$ cat config.mk
export PLATFORM = sky130hd
export DESIGN_NAME = lock_order_deadlock_checker_top
export DESIGN_NICKNAME = d
export VERILOG_FILES = /design/src/rtl/lod_pkg.sv /design/src/rtl/lod_ram.sv /design/src/rtl/lod_graph.sv /design/src/rtl/lock_order_deadlock_checker_top.sv
export SDC_FILE = /design/constraint.sdc
export NUM_CORES = 1
export LEC_CHECK = 0
export ABC_AREA = 1
export BUFFER_PORTS_ARGS = -buffer_cell sky130_fd_sc_hd__clkbuf_2
export CAP_MARGIN = 10
export CORE_ASPECT_RATIO = 1.25
export CORE_MARGIN = 2
export CORE_UTILIZATION = 60
export CTS_CLUSTER_SIZE = 10
export DETAILED_ROUTE_END_ITERATION = 16
export PLACE_DENSITY = 0.75
export SYNTH_ARGS = -nofsm -noshare
export SYNTH_HDL_FRONTEND = slang
export SYNTH_SLANG_ARGS = --single-unit
$ cat constraint.sdc
create_clock -name i_clk -period 7.2 [get_ports i_clk]
set_input_delay 1.44 -clock i_clk [delete_from_list [all_inputs] [get_ports i_clk]]
set_output_delay 1.44 -clock i_clk [all_outputs]
set_load 0.05 [all_outputs]
$ cat src/rtl/lod_pkg.sv
// Shared constants and types of the lock order deadlock checker.
`timescale 1ns / 1ps

package lod_pkg;

    localparam int LOCKS_DEFAULT = 16;
    localparam int STACK_DEFAULT = 16;

    localparam logic CMD_ACQUIRE = 1'b0;
    localparam logic CMD_RELEASE = 1'b1;

    localparam logic [2:0] ST_OK       = 3'd0;
    localparam logic [2:0] ST_CYCLE    = 3'd1;
    localparam logic [2:0] ST_EMPTY    = 3'd2;
    localparam logic [2:0] ST_MISMATCH = 3'd3;
    localparam logic [2:0] ST_FULL     = 3'd4;
    localparam logic [2:0] ST_HALTED   = 3'd5;

    // Completion report of the graph engine
    typedef struct packed {
        logic done;
        logic cycle;
    } t_gstat;

endpackage

$ cat src/rtl/lod_ram.sv
// Generic single write port, single read port RAM with registered read data.
`timescale 1ns / 1ps

module lod_ram #(
    parameter int WIDTH = 8,
    parameter int DEPTH = 16,
    localparam int AW = (DEPTH > 1) ? $clog2(DEPTH) : 1
) (
    input  logic             i_clk,
    input  logic             i_we,
    input  logic [AW-1:0]    i_waddr,
    input  logic [WIDTH-1:0] i_wdata,
    input  logic             i_re,
    input  logic [AW-1:0]    i_raddr,
    output logic [WIDTH-1:0] o_rdata
);

    logic [WIDTH-1:0] r_mem [DEPTH];
    logic [WIDTH-1:0] r_rdata;

    always_ff @(posedge i_clk) begin
        if (i_we) begin
            r_mem[i_waddr] <= i_wdata;
        end
        if (i_re) begin
            r_rdata <= r_mem[i_raddr];
        end
    end

    assign o_rdata = r_rdata;

endmodule

$ cat src/rtl/lod_graph.sv
// Lock order graph: edge store and iterative depth-first cycle search.
`timescale 1ns / 1ps

module lod_graph #(
    parameter int NUM_LOCKS = lod_pkg::LOCKS_DEFAULT,
    localparam int LW = $clog2(NUM_LOCKS)
) (
    input  logic           i_clk,
    input  logic           i_rst_n,
    input  logic           i_start,
    input  logic [LW-1:0]  i_from,
    input  logic [LW-1:0]  i_to,
    output lod_pkg::t_gstat o_stat,
    output logic [LW-1:0]  o_cycle_from,
    output logic [LW-1:0]  o_cycle_to
);

    localparam int CWID = $clog2(NUM_LOCKS + 1);
    localparam int SSW  = LW + CWID;

    typedef enum logic [5:0] {
        G_IDLE  = 6'b000001,
        G_RDROW = 6'b000010,
        G_ROOT  = 6'b000100,
        G_LOAD  = 6'b001000,
        G_SCAN  = 6'b010000,
        G_POP   = 6'b100000
    } t_gstate;

    t_gstate r_state, n_state;
    logic [LW-1:0]        r_from, n_from;
    logic [LW-1:0]        r_to, n_to;
    logic [CWID-1:0]      r_root, n_root;
    logic [LW-1:0]        r_u, n_u;
    logic [CWID-1:0]      r_c, n_c;
    logic [LW-1:0]        r_depth, n_depth;
    logic [NUM_LOCKS-1:0] r_row, n_row;
    logic [NUM_LOCKS-1:0] r_seen, n_seen;
    logic [NUM_LOCKS-1:0] r_onpath, n_onpath;
    logic [NUM_LOCKS-1:0] r_row_vld, n_row_vld;
    logic                 r_rd_vld;
    logic                 r_done, n_done;
    logic                 r_cycle, n_cycle;
    logic [LW-1:0]        r_cfrom, n_cfrom;
    logic [LW-1:0]        r_cto, n_cto;

    logic                 e_we, e_re;
    logic [LW-1:0]        e_waddr, e_raddr;
    logic [NUM_LOCKS-1:0] e_wdata, e_rdata, w_row;
    logic                 s_we, s_re;
    logic [LW-1:0]        s_waddr, s_raddr;
    logic [SSW-1:0]       s_wdata, s_rdata;
    logic [LW-1:0]        w_cidx, w_pop_u;

    lod_ram #(.WIDTH(NUM_LOCKS), .DEPTH(NUM_LOCKS)) u_edges (
        .i_clk   (i_clk),
        .i_we    (e_we),
        .i_waddr (e_waddr),
        .i_wdata (e_wdata),
        .i_re    (e_re),
        .i_raddr (e_raddr),
        .o_rdata (e_rdata)
    );

    lod_ram #(.WIDTH(SSW), .DEPTH(NUM_LOCKS)) u_dfs_stack (
        .i_clk   (i_clk),
        .i_we    (s_we),
        .i_waddr (s_waddr),
        .i_wdata (s_wdata),
        .i_re    (s_re),
        .i_raddr (s_raddr),
        .o_rdata (s_rdata)
    );

    // rows never written read as empty
    assign w_row   = r_rd_vld ? e_rdata : '0;
    assign w_cidx  = r_c[LW-1:0];
    assign w_pop_u = s_rdata[SSW-1 -: LW];

    always_comb begin
        n_state   = r_state;
        n_from    = r_from;
        n_to      = r_to;
        n_root    = r_root;
        n_u       = r_u;
        n_c       = r_c;
        n_depth   = r_depth;
        n_row     = r_row;
        n_seen    = r_seen;
        n_onpath  = r_onpath;
        n_row_vld = r_row_vld;
        n_done    = 1'b0;
        n_cycle   = r_cycle;
        n_cfrom   = r_cfrom;
        n_cto     = r_cto;
        e_we      = 1'b0;
        e_waddr   = r_from;
        e_wdata   = w_row | (NUM_LOCKS'(1) << r_to);
        e_re      = 1'b0;
        e_raddr   = r_from;
        s_we      = 1'b0;
        s_waddr   = r_depth;
        s_wdata   = {r_u, r_c + CWID'(1)};
        s_re      = 1'b0;
        s_raddr   = r_depth - LW'(1);
        unique case (r_state)
            G_IDLE: begin
                if (i_start) begin
                    n_from  = i_from;
                    n_to    = i_to;
                    e_re    = 1'b1;
                    e_raddr = i_from;
                    n_state = G_RDROW;
                end
            end
            G_RDROW: begin
                if (w_row[r_to]) begin
                    // edge already known: no search
                    n_done  = 1'b1;
                    n_cycle = 1'b0;
                    n_state = G_IDLE;
                end else begin
                    e_we              = 1'b1;
                    n_row_vld[r_from] = 1'b1;
                    n_root            = '0;
                    n_seen            = '0;
                    n_onpath          = '0;
                    n_state           = G_ROOT;
                end
            end
            G_ROOT: begin
                if (r_root == CWID'(NUM_LOCKS)) begin
                    n_done  = 1'b1;
                    n_cycle = 1'b0;
                    n_state = G_IDLE;
                end else if (r_seen[r_root[LW-1:0]]) begin
                    n_root = r_root + CWID'(1);
                end else begin
                    n_seen[r_root[LW-1:0]]   = 1'b1;
                    n_onpath[r_root[LW-1:0]] = 1'b1;
                    n_u     = r_root[LW-1:0];
                    n_c     = '0;
                    n_depth = '0;
                    e_re    = 1'b1;
                    e_raddr = r_root[LW-1:0];
                    n_root  = r_root + CWID'(1);
                    n_state = G_LOAD;
                end
            end
            G_LOAD: begin
                n_row   = w_row;
                n_state = G_SCAN;
            end
            G_SCAN: begin
                if (r_c == CWID'(NUM_LOCKS)) begin
                    n_onpath[r_u] = 1'b0;
                    if (r_depth == '0) begin
                        n_state = G_ROOT;
                    end else begin
                        s_re    = 1'b1;
                        n_state = G_POP;
                    end
                end else begin
                    n_c = r_c + CWID'(1);
                    if (r_row[w_cidx]) begin
                        if (!r_seen[w_cidx]) begin
                            // descend; parent resumes at the next neighbour
                            s_we             = 1'b1;
                            n_depth          = r_depth + LW'(1);
                            n_seen[w_cidx]   = 1'b1;
                            n_onpath[w_cidx] = 1'b1;
                            n_u              = w_cidx;
                            n_c              = '0;
                            e_re             = 1'b1;
                            e_raddr          = w_cidx;
                            n_state          = G_LOAD;
                        end else if (r_onpath[w_cidx]) begin
                            // back edge into the current path
                            n_done  = 1'b1;
                            n_cycle = 1'b1;
                            n_cfrom = r_u;
                            n_cto   = w_cidx;
                            n_state = G_IDLE;
                        end
                    end
                end
            end
            G_POP: begin
                n_u     = w_pop_u;
                n_c     = s_rdata[CWID-1:0];
                n_depth = r_depth - LW'(1);
                e_re    = 1'b1;
                e_raddr = w_pop_u;
                n_state = G_LOAD;
            end
            default: begin
                n_state = G_IDLE;
            end
        endcase
    end

    always_ff @(posedge i_clk) begin
        if (!i_rst_n) begin
            r_state   <= G_IDLE;
            r_row_vld <= '0;
            r_rd_vld  <= 1'b0;
            r_seen    <= '0;
            r_onpath  <= '0;
            r_done    <= 1'b0;
            r_cycle   <= 1'b0;
        end else begin
            r_state   <= n_state;
            r_row_vld <= n_row_vld;
            if (e_re) begin
                r_rd_vld <= r_row_vld[e_raddr];
            end
            r_seen    <= n_seen;
            r_onpath  <= n_onpath;
            r_done    <= n_done;
            r_cycle   <= n_cycle;
        end
    end

    always_ff @(posedge i_clk) begin
        r_from  <= n_from;
        r_to    <= n_to;
        r_root  <= n_root;
        r_u     <= n_u;
        r_c     <= n_c;
        r_depth <= n_depth;
        r_row   <= n_row;
        r_cfrom <= n_cfrom;
        r_cto   <= n_cto;
    end

    assign o_stat.done  = r_done;
    assign o_stat.cycle = r_cycle;
    assign o_cycle_from = r_cfrom;
    assign o_cycle_to   = r_cto;

`ifndef SYNTHESIS
    a_path_seen: assert property (@(posedge i_clk) disable iff (!i_rst_n)
        (r_onpath & ~r_seen) == '0)
        else $error("lock on search path but not marked seen");

    a_done_pulse: assert property (@(posedge i_clk) disable iff (!i_rst_n)
        r_done |=> !r_done)
        else $error("search completion held for more than one cycle");

    a_start_idle: assert property (@(posedge i_clk) disable iff (!i_rst_n)
        i_start |-> r_state == G_IDLE)
        else $error("search started while engine busy");

    a_cycle_path: assert property (@(posedge i_clk) disable iff (!i_rst_n)
        r_done && r_cycle |-> r_onpath[r_cfrom] && r_onpath[r_cto])
        else $error("reported back edge does not lie on the search path");
`endif

endmodule

$ cat src/rtl/lock_order_deadlock_checker_top.sv
// Top level of the lock order deadlock checker: held-lock stack and item sequencing.
`timescale 1ns / 1ps
// Usage
//   Input channel: i_valid / o_stall with i_cmd (0 acquire, 1 release) and
//   i_lock_id. An item is taken at an edge with i_valid high and o_stall low.
//   Output channel: o_valid / i_stall with o_status, o_cycle_from,
//   o_cycle_to; exactly one result per item.
// Sequencing
//   One item at a time: o_stall is high from acceptance until its result
//   has been taken. A halted item goes straight to its result; a release,
//   or an acquire on an empty stack or of the lock on top, first reads the
//   stack top; an acquire whose order edge is already known also reads the
//   edge row in the graph engine. A new edge runs the depth-first search in
//   the graph engine, which tests one neighbour per cycle between row loads
//   and stack pops. After a taken result the block returns to idle before
//   it takes a new item.
// Stall
//   A stalled result holds its value and the block takes no new item.
// Reset
//   i_rst_n (synchronous, active low) empties the lock stack, clears the
//   order graph and the sticky halt. After any fault every item answers
//   halted until the next reset.

module lock_order_deadlock_checker_top #(
    parameter int NUM_LOCKS   = lod_pkg::LOCKS_DEFAULT,
    parameter int STACK_DEPTH = lod_pkg::STACK_DEFAULT
) (
    input  logic       i_clk,
    input  logic       i_rst_n,
    input  logic       i_valid,
    output logic       o_stall,
    input  logic       i_cmd,
    input  logic [3:0] i_lock_id,
    output logic       o_valid,
    input  logic       i_stall,
    output logic [2:0] o_status,
    output logic [3:0] o_cycle_from,
    output logic [3:0] o_cycle_to
);

    localparam int LW = $clog2(NUM_LOCKS);
    localparam int CW = $clog2(STACK_DEPTH + 1);
    localparam int SW = (STACK_DEPTH > 1) ? $clog2(STACK_DEPTH) : 1;
    localparam logic [3:0] MOD_STEP = 4'(NUM_LOCKS);

    typedef enum logic [3:0] {
        S_IDLE  = 4'b0001,
        S_TOP   = 4'b0010,
        S_GRAPH = 4'b0100,
        S_OUT   = 4'b1000
    } t_state;

    t_state r_state, n_state;
    logic          r_cmd, n_cmd;
    logic [LW-1:0] r_id, n_id;
    logic [CW-1:0] r_count, n_count;
    logic          r_halt, n_halt;
    logic [2:0]    r_status, n_status;
    logic [3:0]    r_cfrom, n_cfrom;
    logic [3:0]    r_cto, n_cto;

    logic          w_accept;
    logic [3:0]    w_mod;
    logic [LW-1:0] w_id;
    logic [CW-1:0] w_cnt_m1;
    logic          w_full;
    logic          h_we, h_re;
    logic [LW-1:0] h_rdata;
    logic          g_start;
    lod_pkg::t_gstat w_gstat;
    logic [LW-1:0] g_cfrom, g_cto;

    assign w_accept = i_valid && !o_stall;
    assign w_cnt_m1 = r_count - CW'(1);
    assign w_full   = r_count >= CW'(STACK_DEPTH);

    // lock id modulo the lock count by repeated subtraction
    always_comb begin
        w_mod = i_lock_id;
        for (int k = 0; k < 8; k++) begin
            if (int'(w_mod) >= NUM_LOCKS) begin
                w_mod = w_mod - MOD_STEP;
            end
        end
        w_id = LW'(w_mod);
    end

    lod_ram #(.WIDTH(LW), .DEPTH(STACK_DEPTH)) u_held (
        .i_clk   (i_clk),
        .i_we    (h_we),
        .i_waddr (r_count[SW-1:0]),
        .i_wdata (r_id),
        .i_re    (h_re),
        .i_raddr (w_cnt_m1[SW-1:0]),
        .o_rdata (h_rdata)
    );

    lod_graph #(.NUM_LOCKS(NUM_LOCKS)) u_graph (
        .i_clk        (i_clk),
        .i_rst_n      (i_rst_n),
        .i_start      (g_start),
        .i_from       (h_rdata),
        .i_to         (r_id),
        .o_stat       (w_gstat),
        .o_cycle_from (g_cfrom),
        .o_cycle_to   (g_cto)
    );

    always_comb begin
        n_state  = r_state;
        n_cmd    = r_cmd;
        n_id     = r_id;
        n_count  = r_count;
        n_halt   = r_halt;
        n_status = r_status;
        n_cfrom  = r_cfrom;
        n_cto    = r_cto;
        h_we     = 1'b0;
        h_re     = 1'b0;
        g_start  = 1'b0;
        unique case (r_state)
            S_IDLE: begin
                if (w_accept) begin
                    n_cmd   = i_cmd;
                    n_id    = w_id;
                    h_re    = 1'b1;
                    n_cfrom = '0;
                    n_cto   = '0;
                    if (r_halt) begin
                        n_status = lod_pkg::ST_HALTED;
                        n_state  = S_OUT;
                    end else begin
                        n_state = S_TOP;
                    end
                end
            end
            S_TOP: begin
                n_state  = S_OUT;
                n_status = lod_pkg::ST_OK;
                if (r_cmd == lod_pkg::CMD_ACQUIRE) begin
                    if (r_count != '0 && h_rdata != r_id) begin
                        g_start = 1'b1;
                        n_state = S_GRAPH;
                    end else if (w_full) begin
                        n_status = lod_pkg::ST_FULL;
                        n_halt   = 1'b1;
                    end else begin
                        h_we    = 1'b1;
                        n_count = r_count + CW'(1);
                    end
                end else begin
                    if (r_count == '0) begin
                        n_status = lod_pkg::ST_EMPTY;
                        n_halt   = 1'b1;
                    end else if (h_rdata != r_id) begin
                        n_status = lod_pkg::ST_MISMATCH;
                        n_halt   = 1'b1;
                    end else begin
                        n_count = w_cnt_m1;
                    end
                end
            end
            S_GRAPH: begin
                if (w_gstat.done) begin
                    n_state = S_OUT;
                    if (w_gstat.cycle) begin
                        n_status = lod_pkg::ST_CYCLE;
                        n_halt   = 1'b1;
                        n_cfrom  = 4'(g_cfrom);
                        n_cto    = 4'(g_cto);
                    end else if (w_full) begin
                        n_status = lod_pkg::ST_FULL;
                        n_halt   = 1'b1;
                    end else begin
                        h_we    = 1'b1;
                        n_count = r_count + CW'(1);
                    end
                end
            end
            S_OUT: begin
                if (!i_stall) begin
                    n_state = S_IDLE;
                end
            end
            default: begin
                n_state = S_IDLE;
            end
        endcase
    end

    always_ff @(posedge i_clk) begin
        if (!i_rst_n) begin
            r_state <= S_IDLE;
            r_count <= '0;
            r_halt  <= 1'b0;
        end else begin
            r_state <= n_state;
            r_count <= n_count;
            r_halt  <= n_halt;
        end
    end

    always_ff @(posedge i_clk) begin
        r_cmd    <= n_cmd;
        r_id     <= n_id;
        r_status <= n_status;
        r_cfrom  <= n_cfrom;
        r_cto    <= n_cto;
    end

    assign o_stall      = r_state != S_IDLE;
    assign o_valid      = r_state == S_OUT;
    assign o_status     = r_status;
    assign o_cycle_from = r_cfrom;
    assign o_cycle_to   = r_cto;

`ifndef SYNTHESIS
    a_halted_item: assert property (@(posedge i_clk) disable iff (!i_rst_n)
        w_accept && r_halt |=> o_valid && o_status == lod_pkg::ST_HALTED)
        else $error("item after a fault not answered as halted");

    a_count_range: assert property (@(posedge i_clk) disable iff (!i_rst_n)
        r_count <= CW'(STACK_DEPTH))
        else $error("held lock count beyond stack depth");

    a_cycle_fields: assert property (@(posedge i_clk) disable iff (!i_rst_n)
        o_valid && o_status != lod_pkg::ST_CYCLE |-> o_cycle_from == '0 && o_cycle_to == '0)
        else $error("cycle locks reported without a cycle");

    a_graph_owner: assert property (@(posedge i_clk) disable iff (!i_rst_n)
        w_gstat.done |-> r_state == S_GRAPH)
        else $error("search finished while no item waits on it");

    a_fault_halts: assert property (@(posedge i_clk) disable iff (!i_rst_n)
        o_valid && o_status != lod_pkg::ST_OK |-> r_halt)
        else $error("fault reported without sticky halt");
`endif

endmodule

## Word-level counts from Yosys, hierarchy flattened

Memory sizes are Yosys's and may differ from the RTL's. A register that Yosys moved wholly into a read port is not among the register bits.
Index checks and enable logic that the tools add are counted.

- Word-level logic and storage cells: 284
- Input port bits: 9
- Bits in writable memories: 464
- Output and inout bits: 13
- Register bits after elaboration: 133
- Memories kept: 3

Memory list:

| memory | words | width | rd ports | clocked after Yosys merged registers in | wr ports | RTL line | text |
|---|---|---|---|---|---|---|---|
| u_graph.u_edges.r_mem | 16 | 16 | 1 | 1 | 1 | lod_ram.sv:18 | `logic [WIDTH-1:0] r_mem [DEPTH];` |
| u_graph.u_dfs_stack.r_mem | 16 | 9 | 1 | 1 | 1 | lod_ram.sv:18 |  |
| u_held.r_mem | 16 | 4 | 1 | 1 | 1 | lod_ram.sv:18 |  |

- Magnitude comparators: 11
- Reductions and logical operators: 32
- Bitwise operators: 10
- Shift operators: 1
- Eq/ne operators: 40
- Add/subtract/negate cells: 6
- Multiplexer cells: 157

Operator list:

| kind | count |
|---|---|
| two-way mux 16 bit | 12 |
| two-way mux 4 bit | 27 |
| bitwise OR 16 bit | 6 |
| one-hot mux 16 bit (3 select lines) | 2 |
| two-way mux 5 bit | 14 |
| two-way mux 1 bit | 57 |
| two-way mux 6 bit | 8 |
| one-hot mux 6 bit (6 select lines) | 1 |
| one-hot mux 4 bit (4 select lines) | 2 |
| less-than comparator 4 x 5 -> 1 bit, second input constant | 6 |
| two-way mux 3 bit | 9 |
| binary-select mux 1 bit (select 4 bit) | 6 |
| one-hot mux 4 bit (3 select lines) | 2 |
| != test 2 bit, second input constant | 10 |
| one-hot mux 5 bit (2 select lines) | 2 |
| AND reduction 6 bit | 3 |
| AND 16 bit | 1 |
| demux 1 bit (select 4 bit) | 4 |
| >= comparator 4 x 1 -> 1 bit, second input constant | 4 |
| inverter 16 bit | 1 |
| one-hot mux 4 bit (2 select lines) | 2 |
| AND reduction 4 bit | 4 |
| left shift 1 x 4 -> 16 bit, first input constant | 1 |
| adder 5 x 1 -> 5 bit, second input constant | 3 |
| 41 further kinds | 70 |

## Logic depth before layout (Yosys ltp)

Gate-level depths: netlist of run 1.

- Word-level depth: 9
- Depth in mapped cells: 24
- Depth with buffers taken out: 21

## Modules after synthesis

Synthesis of run 1 repeated with hierarchy kept, for this count alone.

- Cells, all modules: 3114
- Area, all modules: 29156.7 um2

Modules (own cells, without submodules):

| module | area each (um2) | instances | cells an instance | seq. area each (um2) |
|---|---|---|---|---|
| lod_ram at u_graph.u_edges | 11548.6 | 1 | 1074 | 8167.8 |
| lod_ram at u_graph.u_dfs_stack | 6586.3 | 1 | 615 | 4594.4 |
| lod_graph | 6553.8 | 1 | 945 | 2642.5 |
| lod_ram at u_held | 3006.6 | 1 | 290 | 2042.0 |
| lock_order_deadlock_checker_top | 1461.4 | 1 | 190 | 680.7 |

## Worst setup path before layout of run 1

OpenSTA, ideal clock, no wires.

- Path type: register to register
- Start: register u_graph.r_rd_vld
- End: memory u_graph.u_edges.r_mem[15][0] (netlist bit) (enable)
- Buffers on the path: 2
- Period minus slack after synthesis: 3.516 ns
- Stages on the path, launching flop included: 10
- Slack: 3.684 ns
- Arrival time: 3.082 ns
- Setup time: 0.434 ns
- Required time: 6.766 ns
- Path through: dfxtp_1 -> clkbuf_1 -> buf_2 -> nand2_1 -> o2111ai_1 -> o211ai_1 -> nand2_1 -> nor2_1 -> inv_1 -> nor4_1

- Word-level cells in the longest chain between the ends: 7

Ends and longest elaborated chain:

| element | RTL line | text |
|---|---|---|
| start: declaration | lod_graph.sv:41 | `logic r_rd_vld;` |
| start signal: assignment | lod_graph.sv:215 | `r_rd_vld <= r_row_vld[e_raddr];` |
| two-way mux 16 bit | lod_graph.sv:76 | `assign w_row = r_rd_vld ? e_rdata : '0;` |
| binary-select mux 1 bit (select 4 bit) | lod_graph.sv:117 | `if (w_row[r_to]) begin` |
| two-way mux 1 bit (not written as such) | lod_graph.sv:117 |  |
| two-way mux 1 bit | lod_graph.sv:117 |  |
| two-way mux 1 bit | lod_graph.sv:106 | `unique case (r_state)` |
| two-way mux 1 bit | lod_ram.sv:22 | `if (i_we) begin` |
| two-way mux 1 bit (not written as such) | lod_ram.sv:23 | `r_mem[i_waddr] <= i_wdata;` |
| end: declaration | lod_ram.sv:18 |  |

No other way between the ends. The select of a mux whose other input is x is not followed.

## Final worst setup path of run 1

- Start: register u_graph.r_c[0]
- End: register u_graph.u_edges.r_rdata[9], in the netlist u_graph.u_edges.o_rdata[9], read port of u_graph.u_edges.r_mem, data pin

- Word-level cells in the longest chain between the ends: 6
- Elaborated cells on any way between the ends: 13
- Those cells by class: 1 x eq/ne; 12 x mux

Ends and longest elaborated chain:

| element | RTL line | text |
|---|---|---|
| start: declaration | lod_graph.sv:35 | `logic [CWID-1:0] r_c, n_c;` |
| start signal: assignment | lod_graph.sv:229 | `r_c <= n_c;` |
| binary-select mux 1 bit (select 4 bit) | lod_graph.sv:166 | `if (!r_seen[w_cidx]) begin` |
| two-way mux 1 bit (not written as such) | lod_graph.sv:166 |  |
| two-way mux 4 bit / two-way mux 1 bit (equally long branches) | lod_graph.sv:166 |  |
| two-way mux 4 bit / two-way mux 1 bit (equally long branches) | lod_graph.sv:165 | `if (r_row[w_cidx]) begin` |
| two-way mux 4 bit / two-way mux 1 bit (equally long branches) | lod_graph.sv:155 | `if (r_c == CWID'(NUM_LOCKS)) begin` |
| one-hot mux 4 bit (4 select lines) / one-hot mux 1 bit (4 select lines) (equally long branches) | lod_graph.sv:106 |  |
| end: declaration | lod_ram.sv:19 | `logic [WIDTH-1:0] r_rdata;` |

Parallel ways exist; a longest one is shown, timed or not. The select of a mux whose other input is x is not followed.
A chain may end at the register's enable or synchronous reset.

==> report_table.html, run 1 <==
<table>
<tr><th>Metric</th><th>Value</th></tr>
<tr><th colspan="2">Outcome</th></tr>
<tr><td>Status</td><td>complete, no violations</td></tr>
<tr><th colspan="2">Cells and area</th></tr>
<tr><td>Final net count</td><td>2566</td></tr>
<tr><td>Layout overhead on the synthesized area</td><td>10.0%</td></tr>
<tr><td>Diode insertion count for antenna repair</td><td>0</td></tr>
<tr><td>Share of final-layout standard cells stronger than drive strength 1</td><td>7.96%</td></tr>
<tr><td>Non-Filler Cell Area, Final</td><td>30300 sq um</td></tr>
<tr><th colspan="2">Run</th></tr>
<tr><td>Max cap viols</td><td>0</td></tr>
<tr><th colspan="2">Synthesis</th></tr>
<tr><td>Sequential element share of the synthesized area</td><td>65.9%</td></tr>
<tr><td>Proportion of register bits with asynchronous set or reset after synthesis</td><td>0%</td></tr>
<tr><td>Adder and majority cell fraction of the synthesized area</td><td>0.819%</td></tr>
<tr><td>Cell type with the highest aggregate area in the netlist</td><td>sky130_fd_sc_hd__edfxtp_1</td></tr>
<tr><td>Synth Warn #</td><td>0</td></tr>
<tr><td>Area share of the largest cell type after synthesis</td><td>61.0%</td></tr>
<tr><td>Synthesized-area fraction occupied by xor and xnor cells</td><td>0.287%</td></tr>
<tr><td>Count of distinct cell types in the synthesized netlist</td><td>52</td></tr>
<tr><td>Portion of netlist area occupied by mux cells</td><td>0.655%</td></tr>
<tr><td>Top area cells in the synthesized netlist</td><td>sky130_fd_sc_hd__edfxtp_1, sky130_fd_sc_hd__nand2_1, sky130_fd_sc_hd__dfxtp_1, sky130_fd_sc_hd__o21ai_0, sky130_fd_sc_hd__nor2_1</td></tr>
<tr><td>Cell Area, Synth</td><td>27500 sq um</td></tr>
<tr><td>Post-synthesis compound-gate area fraction</td><td>13.7%</td></tr>
<tr><td>Dominant combinational cell family by area after synthesis</td><td>compound AO/OA/AOI/OAI gates</td></tr>
<tr><td>Post-Synthesis Net Count</td><td>2558</td></tr>
<tr><td>Syn Area/Cell</td><td>10.9 sq um</td></tr>
<tr><td>Gate count after technology mapping</td><td>2531</td></tr>
<tr><td>Synthesized flop and latch total</td><td>626</td></tr>
<tr><td>Number of synthesized flops with an enable pin</td><td>559</td></tr>
<tr><td>Post-Synth Simple-Gate Area</td><td>12.4%</td></tr>
<tr><td>Flip-flop cell with the highest count after synthesis</td><td>sky130_fd_sc_hd__edfxtp_1</td></tr>
<tr><td>Synth top cells by count</td><td>sky130_fd_sc_hd__edfxtp_1, sky130_fd_sc_hd__nand2_1, sky130_fd_sc_hd__nor2_1, sky130_fd_sc_hd__inv_1, sky130_fd_sc_hd__o21ai_0</td></tr>
<tr><td>Dominant cell by count in the synthesized netlist</td><td>sky130_fd_sc_hd__edfxtp_1</td></tr>
<tr><th colspan="2">Clock network</th></tr>
<tr><td>Max H-tree Level</td><td>3</td></tr>
<tr><td>Post-cts hold buffer count</td><td>0</td></tr>
<tr><td>Post-CTS setup-driven buffer insertion count</td><td>0</td></tr>
<tr><td>Post-cts gate resize count</td><td>0</td></tr>
<tr><td>Later-pin clock latency in the skew report</td><td>620 ps</td></tr>
<tr><td>Register clock-pin slew on the reported worst setup and hold paths</td><td>60 ps</td></tr>
<tr><td>Number of buffers created by CTS</td><td>73</td></tr>
<tr><td>Number of buffers on the longest clock path</td><td>3</td></tr>
<tr><td>TritonCTS clock tree</td><td>done</td></tr>
<tr><td>TritonCTS Sinks</td><td>626</td></tr>
<tr><td>Clock root buffer</td><td>sky130_fd_sc_hd__clkbuf_16</td></tr>
<tr><th colspan="2">Global routing</th></tr>
<tr><td>Pin count of the biggest net entering global routing</td><td>105</td></tr>
<tr><td>Vias in the first global route</td><td>18800</td></tr>
<tr><td>Global-route total usage across every layer</td><td>28.3%</td></tr>
<tr><td>First-pass GRT wire length</td><td>103000 microns</td></tr>
<tr><td>Met2 track utilization from global routing</td><td>48.1%</td></tr>
<tr><td>Met1 GRT Util</td><td>35.1%</td></tr>
<tr><td>Global routing's busiest layer</td><td>met2</td></tr>
<tr><td>Remaining global-route overflow</td><td>0</td></tr>
<tr><td>Met3 usage</td><td>4.57%</td></tr>
<tr><td>Number of antenna violations at the first check in global routing</td><td>0</td></tr>
<tr><th colspan="2">Power and ir drop</th></tr>
<tr><td>Power Density</td><td>352 nW/um^2</td></tr>
<tr><td>Total Power Consumption</td><td>10.6 mW</td></tr>
<tr><td>Leakage</td><td>11.1 nW</td></tr>
<tr><td>VDD IR max</td><td>0.390 mV</td></tr>
<tr><th colspan="2">Die</th></tr>
<tr><td>Num rows</td><td>87</td></tr>
<tr><td># IOs</td><td>22</td></tr>
<tr><td>Height of the die</td><td>243 microns</td></tr>
<tr><td>Starting density of the core</td><td>60.9%</td></tr>
<tr><td>Placeable core area</td><td>45200 sq um</td></tr>
<tr><td>Die ar.</td><td>47600 sq um</td></tr>
<tr><td>Horizontal extent of the die</td><td>195 microns</td></tr>
<tr><th colspan="2">Timing</th></tr>
<tr><td>Least-Margin Pin Slew</td><td>1240 ps</td></tr>
<tr><td>Setup repair after global routing missed its margin</td><td>no</td></tr>
<tr><td>Clock Skew</td><td>26.4 ps</td></tr>
<tr><td>Setup violators final</td><td>0</td></tr>
<tr><td>Total negative setup slack</td><td>0 ps</td></tr>
<tr><td>Worst slew margin</td><td>17.1%</td></tr>
<tr><td>Final cycle utilization of the critical path</td><td>64.1%</td></tr>
<tr><td>Count of final hold-check violations</td><td>0</td></tr>
<tr><td>Final max-slew violation count</td><td>0</td></tr>
<tr><td>Shortest period the worst path allows</td><td>4610 ps</td></tr>
<tr><td>Max Clock Freq</td><td>217 MHz</td></tr>
<tr><th colspan="2">Place</th></tr>
<tr><td>Post-placement cell area</td><td>28100 sq um</td></tr>
<tr><td>Number of buffers inserted by port buffering</td><td>21</td></tr>
<tr><td>Half-perimeter wire length after detailed placement</td><td>40400 microns</td></tr>
<tr><td>Gp weighted congestion</td><td>0.930</td></tr>
<tr><th colspan="2">Worst hold path</th></tr>
<tr><td>Classification of the worst-slack hold path</td><td>reg -&gt; reg</td></tr>
<tr><th colspan="2">Worst setup path</th></tr>
<tr><td>Critical path startpoint category</td><td>register</td></tr>
<tr><td>Cells along the critical path</td><td>buf_4 &gt; inv_4 &gt; ha_1 &gt; inv_1 &gt; nor2_2 &gt; inv_2 &gt; nor2_8 &gt; inv_2 &gt; nand3_4 &gt; nor2_1 &gt; nor2_1 &gt; nand3_4 &gt; buf_4 &gt; o211ai_1 &gt; o211ai_1 &gt; nand3_1 &gt; nand2_1</td></tr>
<tr><td>Data required time at the worst endpoint</td><td>7560 ps</td></tr>
<tr><td>Arrival time at the worst endpoint</td><td>4970 ps</td></tr>
<tr><td>Slowest stage cell, crit path</td><td>sky130_fd_sc_hd__nand3_4</td></tr>
<tr><td>Critical setup path kind</td><td>reg -&gt; reg</td></tr>
<tr><td>Worst-path maximum fanout</td><td>84</td></tr>
<tr><td>Crit path largest cell delay</td><td>730 ps</td></tr>
<tr><td>Crit. End Element</td><td>register</td></tr>
<tr><th colspan="2">Route</th></tr>
<tr><td>Routed WL per cell</td><td>21.1 microns</td></tr>
<tr><td>Total wire length</td><td>66800 microns</td></tr>
<tr><td>Post-route antenna net violation count</td><td>0</td></tr>
<tr><td>Post-route DRC violation count</td><td>0</td></tr>
<tr><td>Violation count after the first detailed-route iteration</td><td>2132</td></tr>
<tr><td>Detail-routed via count per cell</td><td>6.06</td></tr>
<tr><td>Initial DRT Pass Iterations</td><td>6</td></tr>
<tr><td>DR vias</td><td>19200</td></tr>
</table>
## worst max-delay path: cells and delay by family (launching register included)
kind	cells	cell delay (ps)
flip-flops	1	380
buffers and inverters	6	1540
AO/OA/AOI/OAI	2	330
adder cells (fa/ha/maj)	1	300
AND/OR/NAND/NOR	8	1680
## cells by family after synthesis
kind of cell | Yosys count
simple gates | 815
compound gates | 630
flops | 626
buf+inv | 415
mux | 18
fa+ha+maj | 18
xor+xnor | 9
## registers in the layout, summed over array words and instances, names as in the netlist, 5 cells and up
signal	cells
u_graph.u_edges.r_mem	256
u_graph.u_dfs_stack.r_mem	144
r_count	5
u_graph.r_c	5
u_graph.r_seen	16
u_graph.r_onpath	16
u_graph.r_row_vld	16
u_graph.r_root	5
u_graph.r_state	6
u_graph.r_row	16
u_graph.u_dfs_stack.o_rdata	9
u_held.r_mem	64
u_graph.u_edges.o_rdata	16
## power breakdown
part	total [mW]	leakage (nW)	internal [mW]	switching (mW)
Clock	3.35	1.02	1.97	1.38
Sequential	4.17	5.70	4.09	0.0757
Combinational	3.12	4.36	0.928	2.19
Total	10.6	11.1	6.99	3.65
## metal layers
metal  vias to the layer above  routed length, microns  part of all wire, %
li1                       8957                       -                    -
met1                      9153                   25500                   38
met2                       897                   33200                   50
met3                       181                    5090                  7.6
met4                         0                    2980                  4.5
met5                         -                       0                    0
## stage by stage
stage / worst slack, ps / hold slack, ps / utilization (%) / instances
2_1_floorplan: 3680 / 431 / - / 2531
3_3_place_gp: 2860 / 438 / 62.2 / 3040
3_5_place_dp: 2720 / 450 / 62.2 / 3040
4_1_cts: 2690 / 462 / 66.9 / 3163
5_1_grt: 2270 / 476 / 67.0 / 3165
6_report: 2590 / 463 / 67.0 / 3165
## cells in the final DEF (no fill, tap or decap), types with 40 or more instances in the layout
cell / n
sky130_fd_sc_hd__edfxtp_1: 559
sky130_fd_sc_hd__nor2_1: 256
sky130_fd_sc_hd__o21ai_0: 232
sky130_fd_sc_hd__o211ai_1: 121
sky130_fd_sc_hd__clkbuf_16: 75
sky130_fd_sc_hd__nand3_1: 114
sky130_fd_sc_hd__nand2_1: 376
sky130_fd_sc_hd__dfxtp_1: 67
sky130_fd_sc_hd__clkbuf_1: 40
sky130_fd_sc_hd__buf_4: 42
sky130_fd_sc_hd__a21oi_1: 141
sky130_fd_sc_hd__inv_1: 263
## final cells by class
class	instances	area (sq um)
repair buffers	65	445
multi-input cells	1490	7750
inverters	283	1060
clock inverters	8	113
clock buffers	115	2030
fillers	3252	14900
well taps	578	723
flip-flops and latches	626	18100
## path summary, 6_finish.rpt
check	slack [ps]	cells past startpoint	end	startpoint
worst max-delay path	2590	17	u_graph.u_edges.o_rdata[9]	u_graph.r_c[0]
worst min-delay path	460	2	u_graph.r_row_vld[7]	u_graph.r_row_vld[7]
worst max register to register	2590	17	u_graph.u_edges.o_rdata[9]	u_graph.r_c[0]
worst min register to register	460	2	u_graph.r_row_vld[7]	u_graph.r_row_vld[7]
(Power assumes the default switching activity.)
==> run 2, diff against run 1 <==
- clock period: 7.2 -> 4.7 ns (I/O delays scaled with it)
==> run 2 against run 1 <==
  * Register-to-register slack got worse by 1800 ps
  * Via count up 0.49%
  * Core utilization increased by 0.14 points
  * Sequential power rose by 52%
  * Critical path depth down 2
  * Sequential cell count did not move
  * Clock power grew 52%
  * Clock skew is 3.3 ps lower
  * Non-clock buffer count is 12 higher
==> report_table.html, run 2 (synthesis gave the netlist of run 1 again) <==
<table>
<tr><th>Metric</th><th>Value</th></tr>
<tr><th colspan="2">Die</th></tr>
<tr><td>Horizontal extent of the die</td><td>195 microns (unchanged)</td></tr>
<tr><td>Die ar.</td><td>47600 sq um (unchanged)</td></tr>
<tr><td>Starting density of the core</td><td>60.9% (unchanged)</td></tr>
<tr><td>Num rows</td><td>87 (unchanged)</td></tr>
<tr><td># IOs</td><td>22 (unchanged)</td></tr>
<tr><td>Height of the die</td><td>243 microns (unchanged)</td></tr>
<tr><td>Placeable core area</td><td>45200 sq um (unchanged)</td></tr>
<tr><th colspan="2">Power and ir drop</th></tr>
<tr><td>Internal portion of total power</td><td>10.7 mW (was 6.99 mW)</td></tr>
<tr><td>Combinational power share</td><td>29.8% (was 29.3%)</td></tr>
<tr><td>Clock network fraction of design power</td><td>31.2% (was 31.5%)</td></tr>
<tr><td>Power share of the sequential group</td><td>39.0% (was 39.2%)</td></tr>
<tr><td>Power Density</td><td>538 nW/um^2 (was 352 nW/um^2)</td></tr>
<tr><td>Total Power Consumption</td><td>16.3 mW (was 10.6 mW)</td></tr>
<tr><td>Fraction of power spent switching nets</td><td>34.3% (about the same)</td></tr>
<tr><td>Net switching power</td><td>5.59 mW (was 3.65 mW)</td></tr>
<tr><td>Leakage</td><td>11.1 nW (about the same)</td></tr>
<tr><td>VDD IR max</td><td>0.620 mV (was 0.390 mV)</td></tr>
<tr><th colspan="2">Worst setup path</th></tr>
<tr><td>Worst flop-to-flop path startpoint</td><td>u_graph.r_c[0] (unchanged)</td></tr>
<tr><td>Cells along the critical path</td><td>inv_4 &gt; ha_1 &gt; inv_1 &gt; nor2_2 &gt; inv_2 &gt; nor2_8 &gt; inv_2 &gt; nand3_4 &gt; inv_1 &gt; nand3_1 &gt; nand3_2 &gt; inv_2 &gt; o211ai_1 &gt; nand3_1 &gt; nand2_1 (was buf_4 &gt; inv_4 &gt; ha_1 &gt; inv_1 &gt; nor2_2 &gt; inv_2 &gt; nor2_8 &gt; inv_2 &gt; nand3_4 &gt; nor2_1 &gt; nor2_1 &gt; nand3_4 &gt; buf_4 &gt; o211ai_1 &gt; o211ai_1 &gt; nand3_1 &gt; nand2_1)</td></tr>
<tr><td>Crit. End Element</td><td>register (unchanged)</td></tr>
<tr><td>Dominant cell type by count on the critical path</td><td>sky130_fd_sc_hd__inv_2</td></tr>
<tr><td>Crit path largest cell delay</td><td>710 ps (was 730 ps)</td></tr>
<tr><td>Critical path startpoint category</td><td>register (unchanged)</td></tr>
<tr><td>Worst-path maximum fanout</td><td>43 (was 84)</td></tr>
<tr><td>Slowest stage cell, crit path</td><td>sky130_fd_sc_hd__inv_2 (was sky130_fd_sc_hd__nand3_4)</td></tr>
<tr><td>Start point of the critical path</td><td>u_graph.r_c[0] (unchanged)</td></tr>
<tr><td>Critical setup path kind</td><td>reg -&gt; reg (unchanged)</td></tr>
<tr><td>Family with the most delay on the worst path</td><td>buffers and inverters (was simple AND/OR/NAND/NOR gates)</td></tr>
<tr><td>Count of buffer and inverter cells on the critical path</td><td>6 (unchanged)</td></tr>
<tr><td>Arrival time at the worst endpoint</td><td>4300 ps (was 4970 ps)</td></tr>
<tr><td>Data required time at the worst endpoint</td><td>5070 ps (was 7560 ps)</td></tr>
<tr><th colspan="2">Place</th></tr>
<tr><td>Half-perimeter wire length after detailed placement</td><td>41400 microns (was 40400 microns)</td></tr>
<tr><td>Number of buffers inserted by port buffering</td><td>21 (unchanged)</td></tr>
<tr><td>Gp weighted congestion</td><td>0.972 (was 0.930)</td></tr>
<tr><th colspan="2">Run</th></tr>
<tr><td>Max cap viols</td><td>0 (unchanged)</td></tr>
<tr><th colspan="2">Timing</th></tr>
<tr><td>Max Clock Freq</td><td>254 MHz (was 217 MHz)</td></tr>
<tr><td>Setup repair after global routing missed its margin</td><td>no (unchanged)</td></tr>
<tr><td>Least-Margin Pin Slew</td><td>1180 ps (was 1240 ps)</td></tr>
<tr><td>Worst slew margin</td><td>21.5% (was 17.1%)</td></tr>
<tr><td>Shortest period the worst path allows</td><td>3930 ps (was 4610 ps)</td></tr>
<tr><td>Total negative setup slack</td><td>0 ps (unchanged)</td></tr>
<tr><td>Final max-slew violation count</td><td>0 (unchanged)</td></tr>
<tr><td>Count of final hold-check violations</td><td>0 (unchanged)</td></tr>
<tr><td>Clock Skew</td><td>23.0 ps (was 26.4 ps)</td></tr>
<tr><td>Final cycle utilization of the critical path</td><td>83.6% (was 64.1%)</td></tr>
<tr><td>Setup violators final</td><td>0 (unchanged)</td></tr>
<tr><td>Worst hold margin</td><td>464 ps (was 463 ps)</td></tr>
<tr><th colspan="2">Cells and area</th></tr>
<tr><td>Share of final-layout standard cells stronger than drive strength 1</td><td>8.43% (was 7.96%)</td></tr>
<tr><td>Most common cell after layout, fill and taps aside</td><td>sky130_fd_sc_hd__edfxtp_1 (unchanged)</td></tr>
<tr><td>Highest-count cells in the layout ignoring fill and taps</td><td>sky130_fd_sc_hd__edfxtp_1, sky130_fd_sc_hd__nand2_1, sky130_fd_sc_hd__inv_1 (unchanged)</td></tr>
<tr><td>Biggest register</td><td>u_graph.u_edges.r_mem (unchanged)</td></tr>
<tr><td>Final net count</td><td>2578 (was 2566)</td></tr>
<tr><td>Biggest regs</td><td>u_graph.u_edges.r_mem x256, u_graph.u_dfs_stack.r_mem x144, u_held.r_mem x64 (unchanged)</td></tr>
<tr><td>Largest register FFs</td><td>256 (unchanged)</td></tr>
<tr><td>Diode insertion count for antenna repair</td><td>0 (unchanged)</td></tr>
<tr><td>Utilization after layout</td><td>67.1% (was 67.0%)</td></tr>
<tr><td>Layout overhead on the synthesized area</td><td>10.2% (was 10.0%)</td></tr>
<tr><th colspan="2">Global routing</th></tr>
<tr><td>Remaining global-route overflow</td><td>0 (unchanged)</td></tr>
<tr><td>Pin count of the biggest net entering global routing</td><td>114 (was 105)</td></tr>
<tr><td>Global-route total usage across every layer</td><td>28.5% (was 28.3%)</td></tr>
<tr><td>First-pass GRT wire length</td><td>105000 microns (was 103000 microns)</td></tr>
<tr><td>Number of antenna violations at the first check in global routing</td><td>0 (unchanged)</td></tr>
<tr><td>Vias in the first global route</td><td>19000 (was 18800)</td></tr>
<tr><th colspan="2">Route</th></tr>
<tr><td>Routed WL per cell</td><td>21.1 microns (about the same)</td></tr>
<tr><td>Initial DRT Pass Iterations</td><td>8 (was 6)</td></tr>
<tr><td>Post-route DRC violation count</td><td>0 (unchanged)</td></tr>
<tr><td>Post-route antenna net violation count</td><td>0 (unchanged)</td></tr>
<tr><td>Total wire length</td><td>67100 microns (was 66800 microns)</td></tr>
<tr><td>Violation count after the first detailed-route iteration</td><td>1718 (was 2132)</td></tr>
<tr><td>DR vias</td><td>19300 (was 19200)</td></tr>
<tr><td>Detail-routed via count per cell</td><td>6.07 (was 6.06)</td></tr>
<tr><th colspan="2">Worst hold path</th></tr>
<tr><td>Launch instance of the worst min-delay path</td><td>u_graph.r_row_vld[5] (was u_graph.r_row_vld[7])</td></tr>
<tr><td>Classification of the worst-slack hold path</td><td>reg -&gt; reg (unchanged)</td></tr>
<tr><th colspan="2">Clock network</th></tr>
<tr><td>Post-CTS setup-driven buffer insertion count</td><td>0 (unchanged)</td></tr>
<tr><td>Clock root buffer</td><td>sky130_fd_sc_hd__clkbuf_16 (unchanged)</td></tr>
<tr><td>Post-cts gate resize count</td><td>0 (unchanged)</td></tr>
<tr><td>Max H-tree Level</td><td>3 (unchanged)</td></tr>
<tr><td>TritonCTS clock tree</td><td>done (unchanged)</td></tr>
<tr><td>Number of buffers on the longest clock path</td><td>3 (unchanged)</td></tr>
<tr><td>Later-pin clock latency in the skew report</td><td>620 ps (about the same)</td></tr>
<tr><td>Register clock-pin slew on the reported worst setup and hold paths</td><td>60 ps (about the same)</td></tr>
<tr><td>Number of buffers created by CTS</td><td>73 (unchanged)</td></tr>
<tr><td>Post-cts hold buffer count</td><td>0 (unchanged)</td></tr>
<tr><td>TritonCTS Sinks</td><td>626 (unchanged)</td></tr>
<tr><th colspan="2">Outcome</th></tr>
<tr><td>Status</td><td>complete, no violations (unchanged)</td></tr>
</table>
[run 2: cell count changes in the layout (fill, tap and decap cells not counted), sizes merged]
cell and delta:
clkinv -1, inv +1, buf +12, bufinv -1, clkbuf -1
[run 2: cell type report]
class	count	area [sq um]
Tap cell	578	723
Timing Repair Buffer	77	551
Clock buffer	114	2030
Fill cell	3322	14900
Multi-Input combinational cell	1490	7740
Sequential cell	626	18100
Clock inverter	7	81.3
Inverter	283	1060
[run 2: worst paths after layout]
| check | endpoint | slack (ps) | cells past startpoint |
|---|---|---|---|
| setup / recovery | u_graph.u_edges.o_rdata[13] | 770 | 15 |
| hold / removal | u_graph.r_row_vld[5] | 460 | 1 |
| setup reg to reg | u_graph.u_edges.o_rdata[13] | 770 | 15 |
| hold reg to reg | u_graph.r_row_vld[5] | 460 | 1 |
[run 2: routing by layer]
metal	track usage [%]	part of all wire [%]	up-vias	wire, microns
li1	-	-	8969	-
met1	36.6	40	9304	26500
met2	48.0	49	832	33000
met3	4.11	7.1	177	4790
met4	14.0	4.2	0	2840
met5	0	0	-	0
[run 2: stage by stage]
step / instances / setup slack (ps) / cell area (sq um)
after CTS: 3175 / 802 / 30300
after floorplan: 2531 / 1180 / 27500
after global routing: 3175 / 506 / 30300
final: 3175 / 770 / 30300
after detailed placement: 3054 / 837 / 28200
after global placement: 3054 / 1030 / 28200
[run 2: power by group through the flow]
stage	clock (mW)	sequential, mW	combinational [mW]
2_1_floorplan	0	6.55	3.70
3_3_place_gp	0	6.46	4.62
3_5_place_dp	0	6.46	4.76
4_1_cts	5.14	6.35	4.83
5_1_grt	5.36	6.36	5.38
6_report	5.09	6.35	4.85
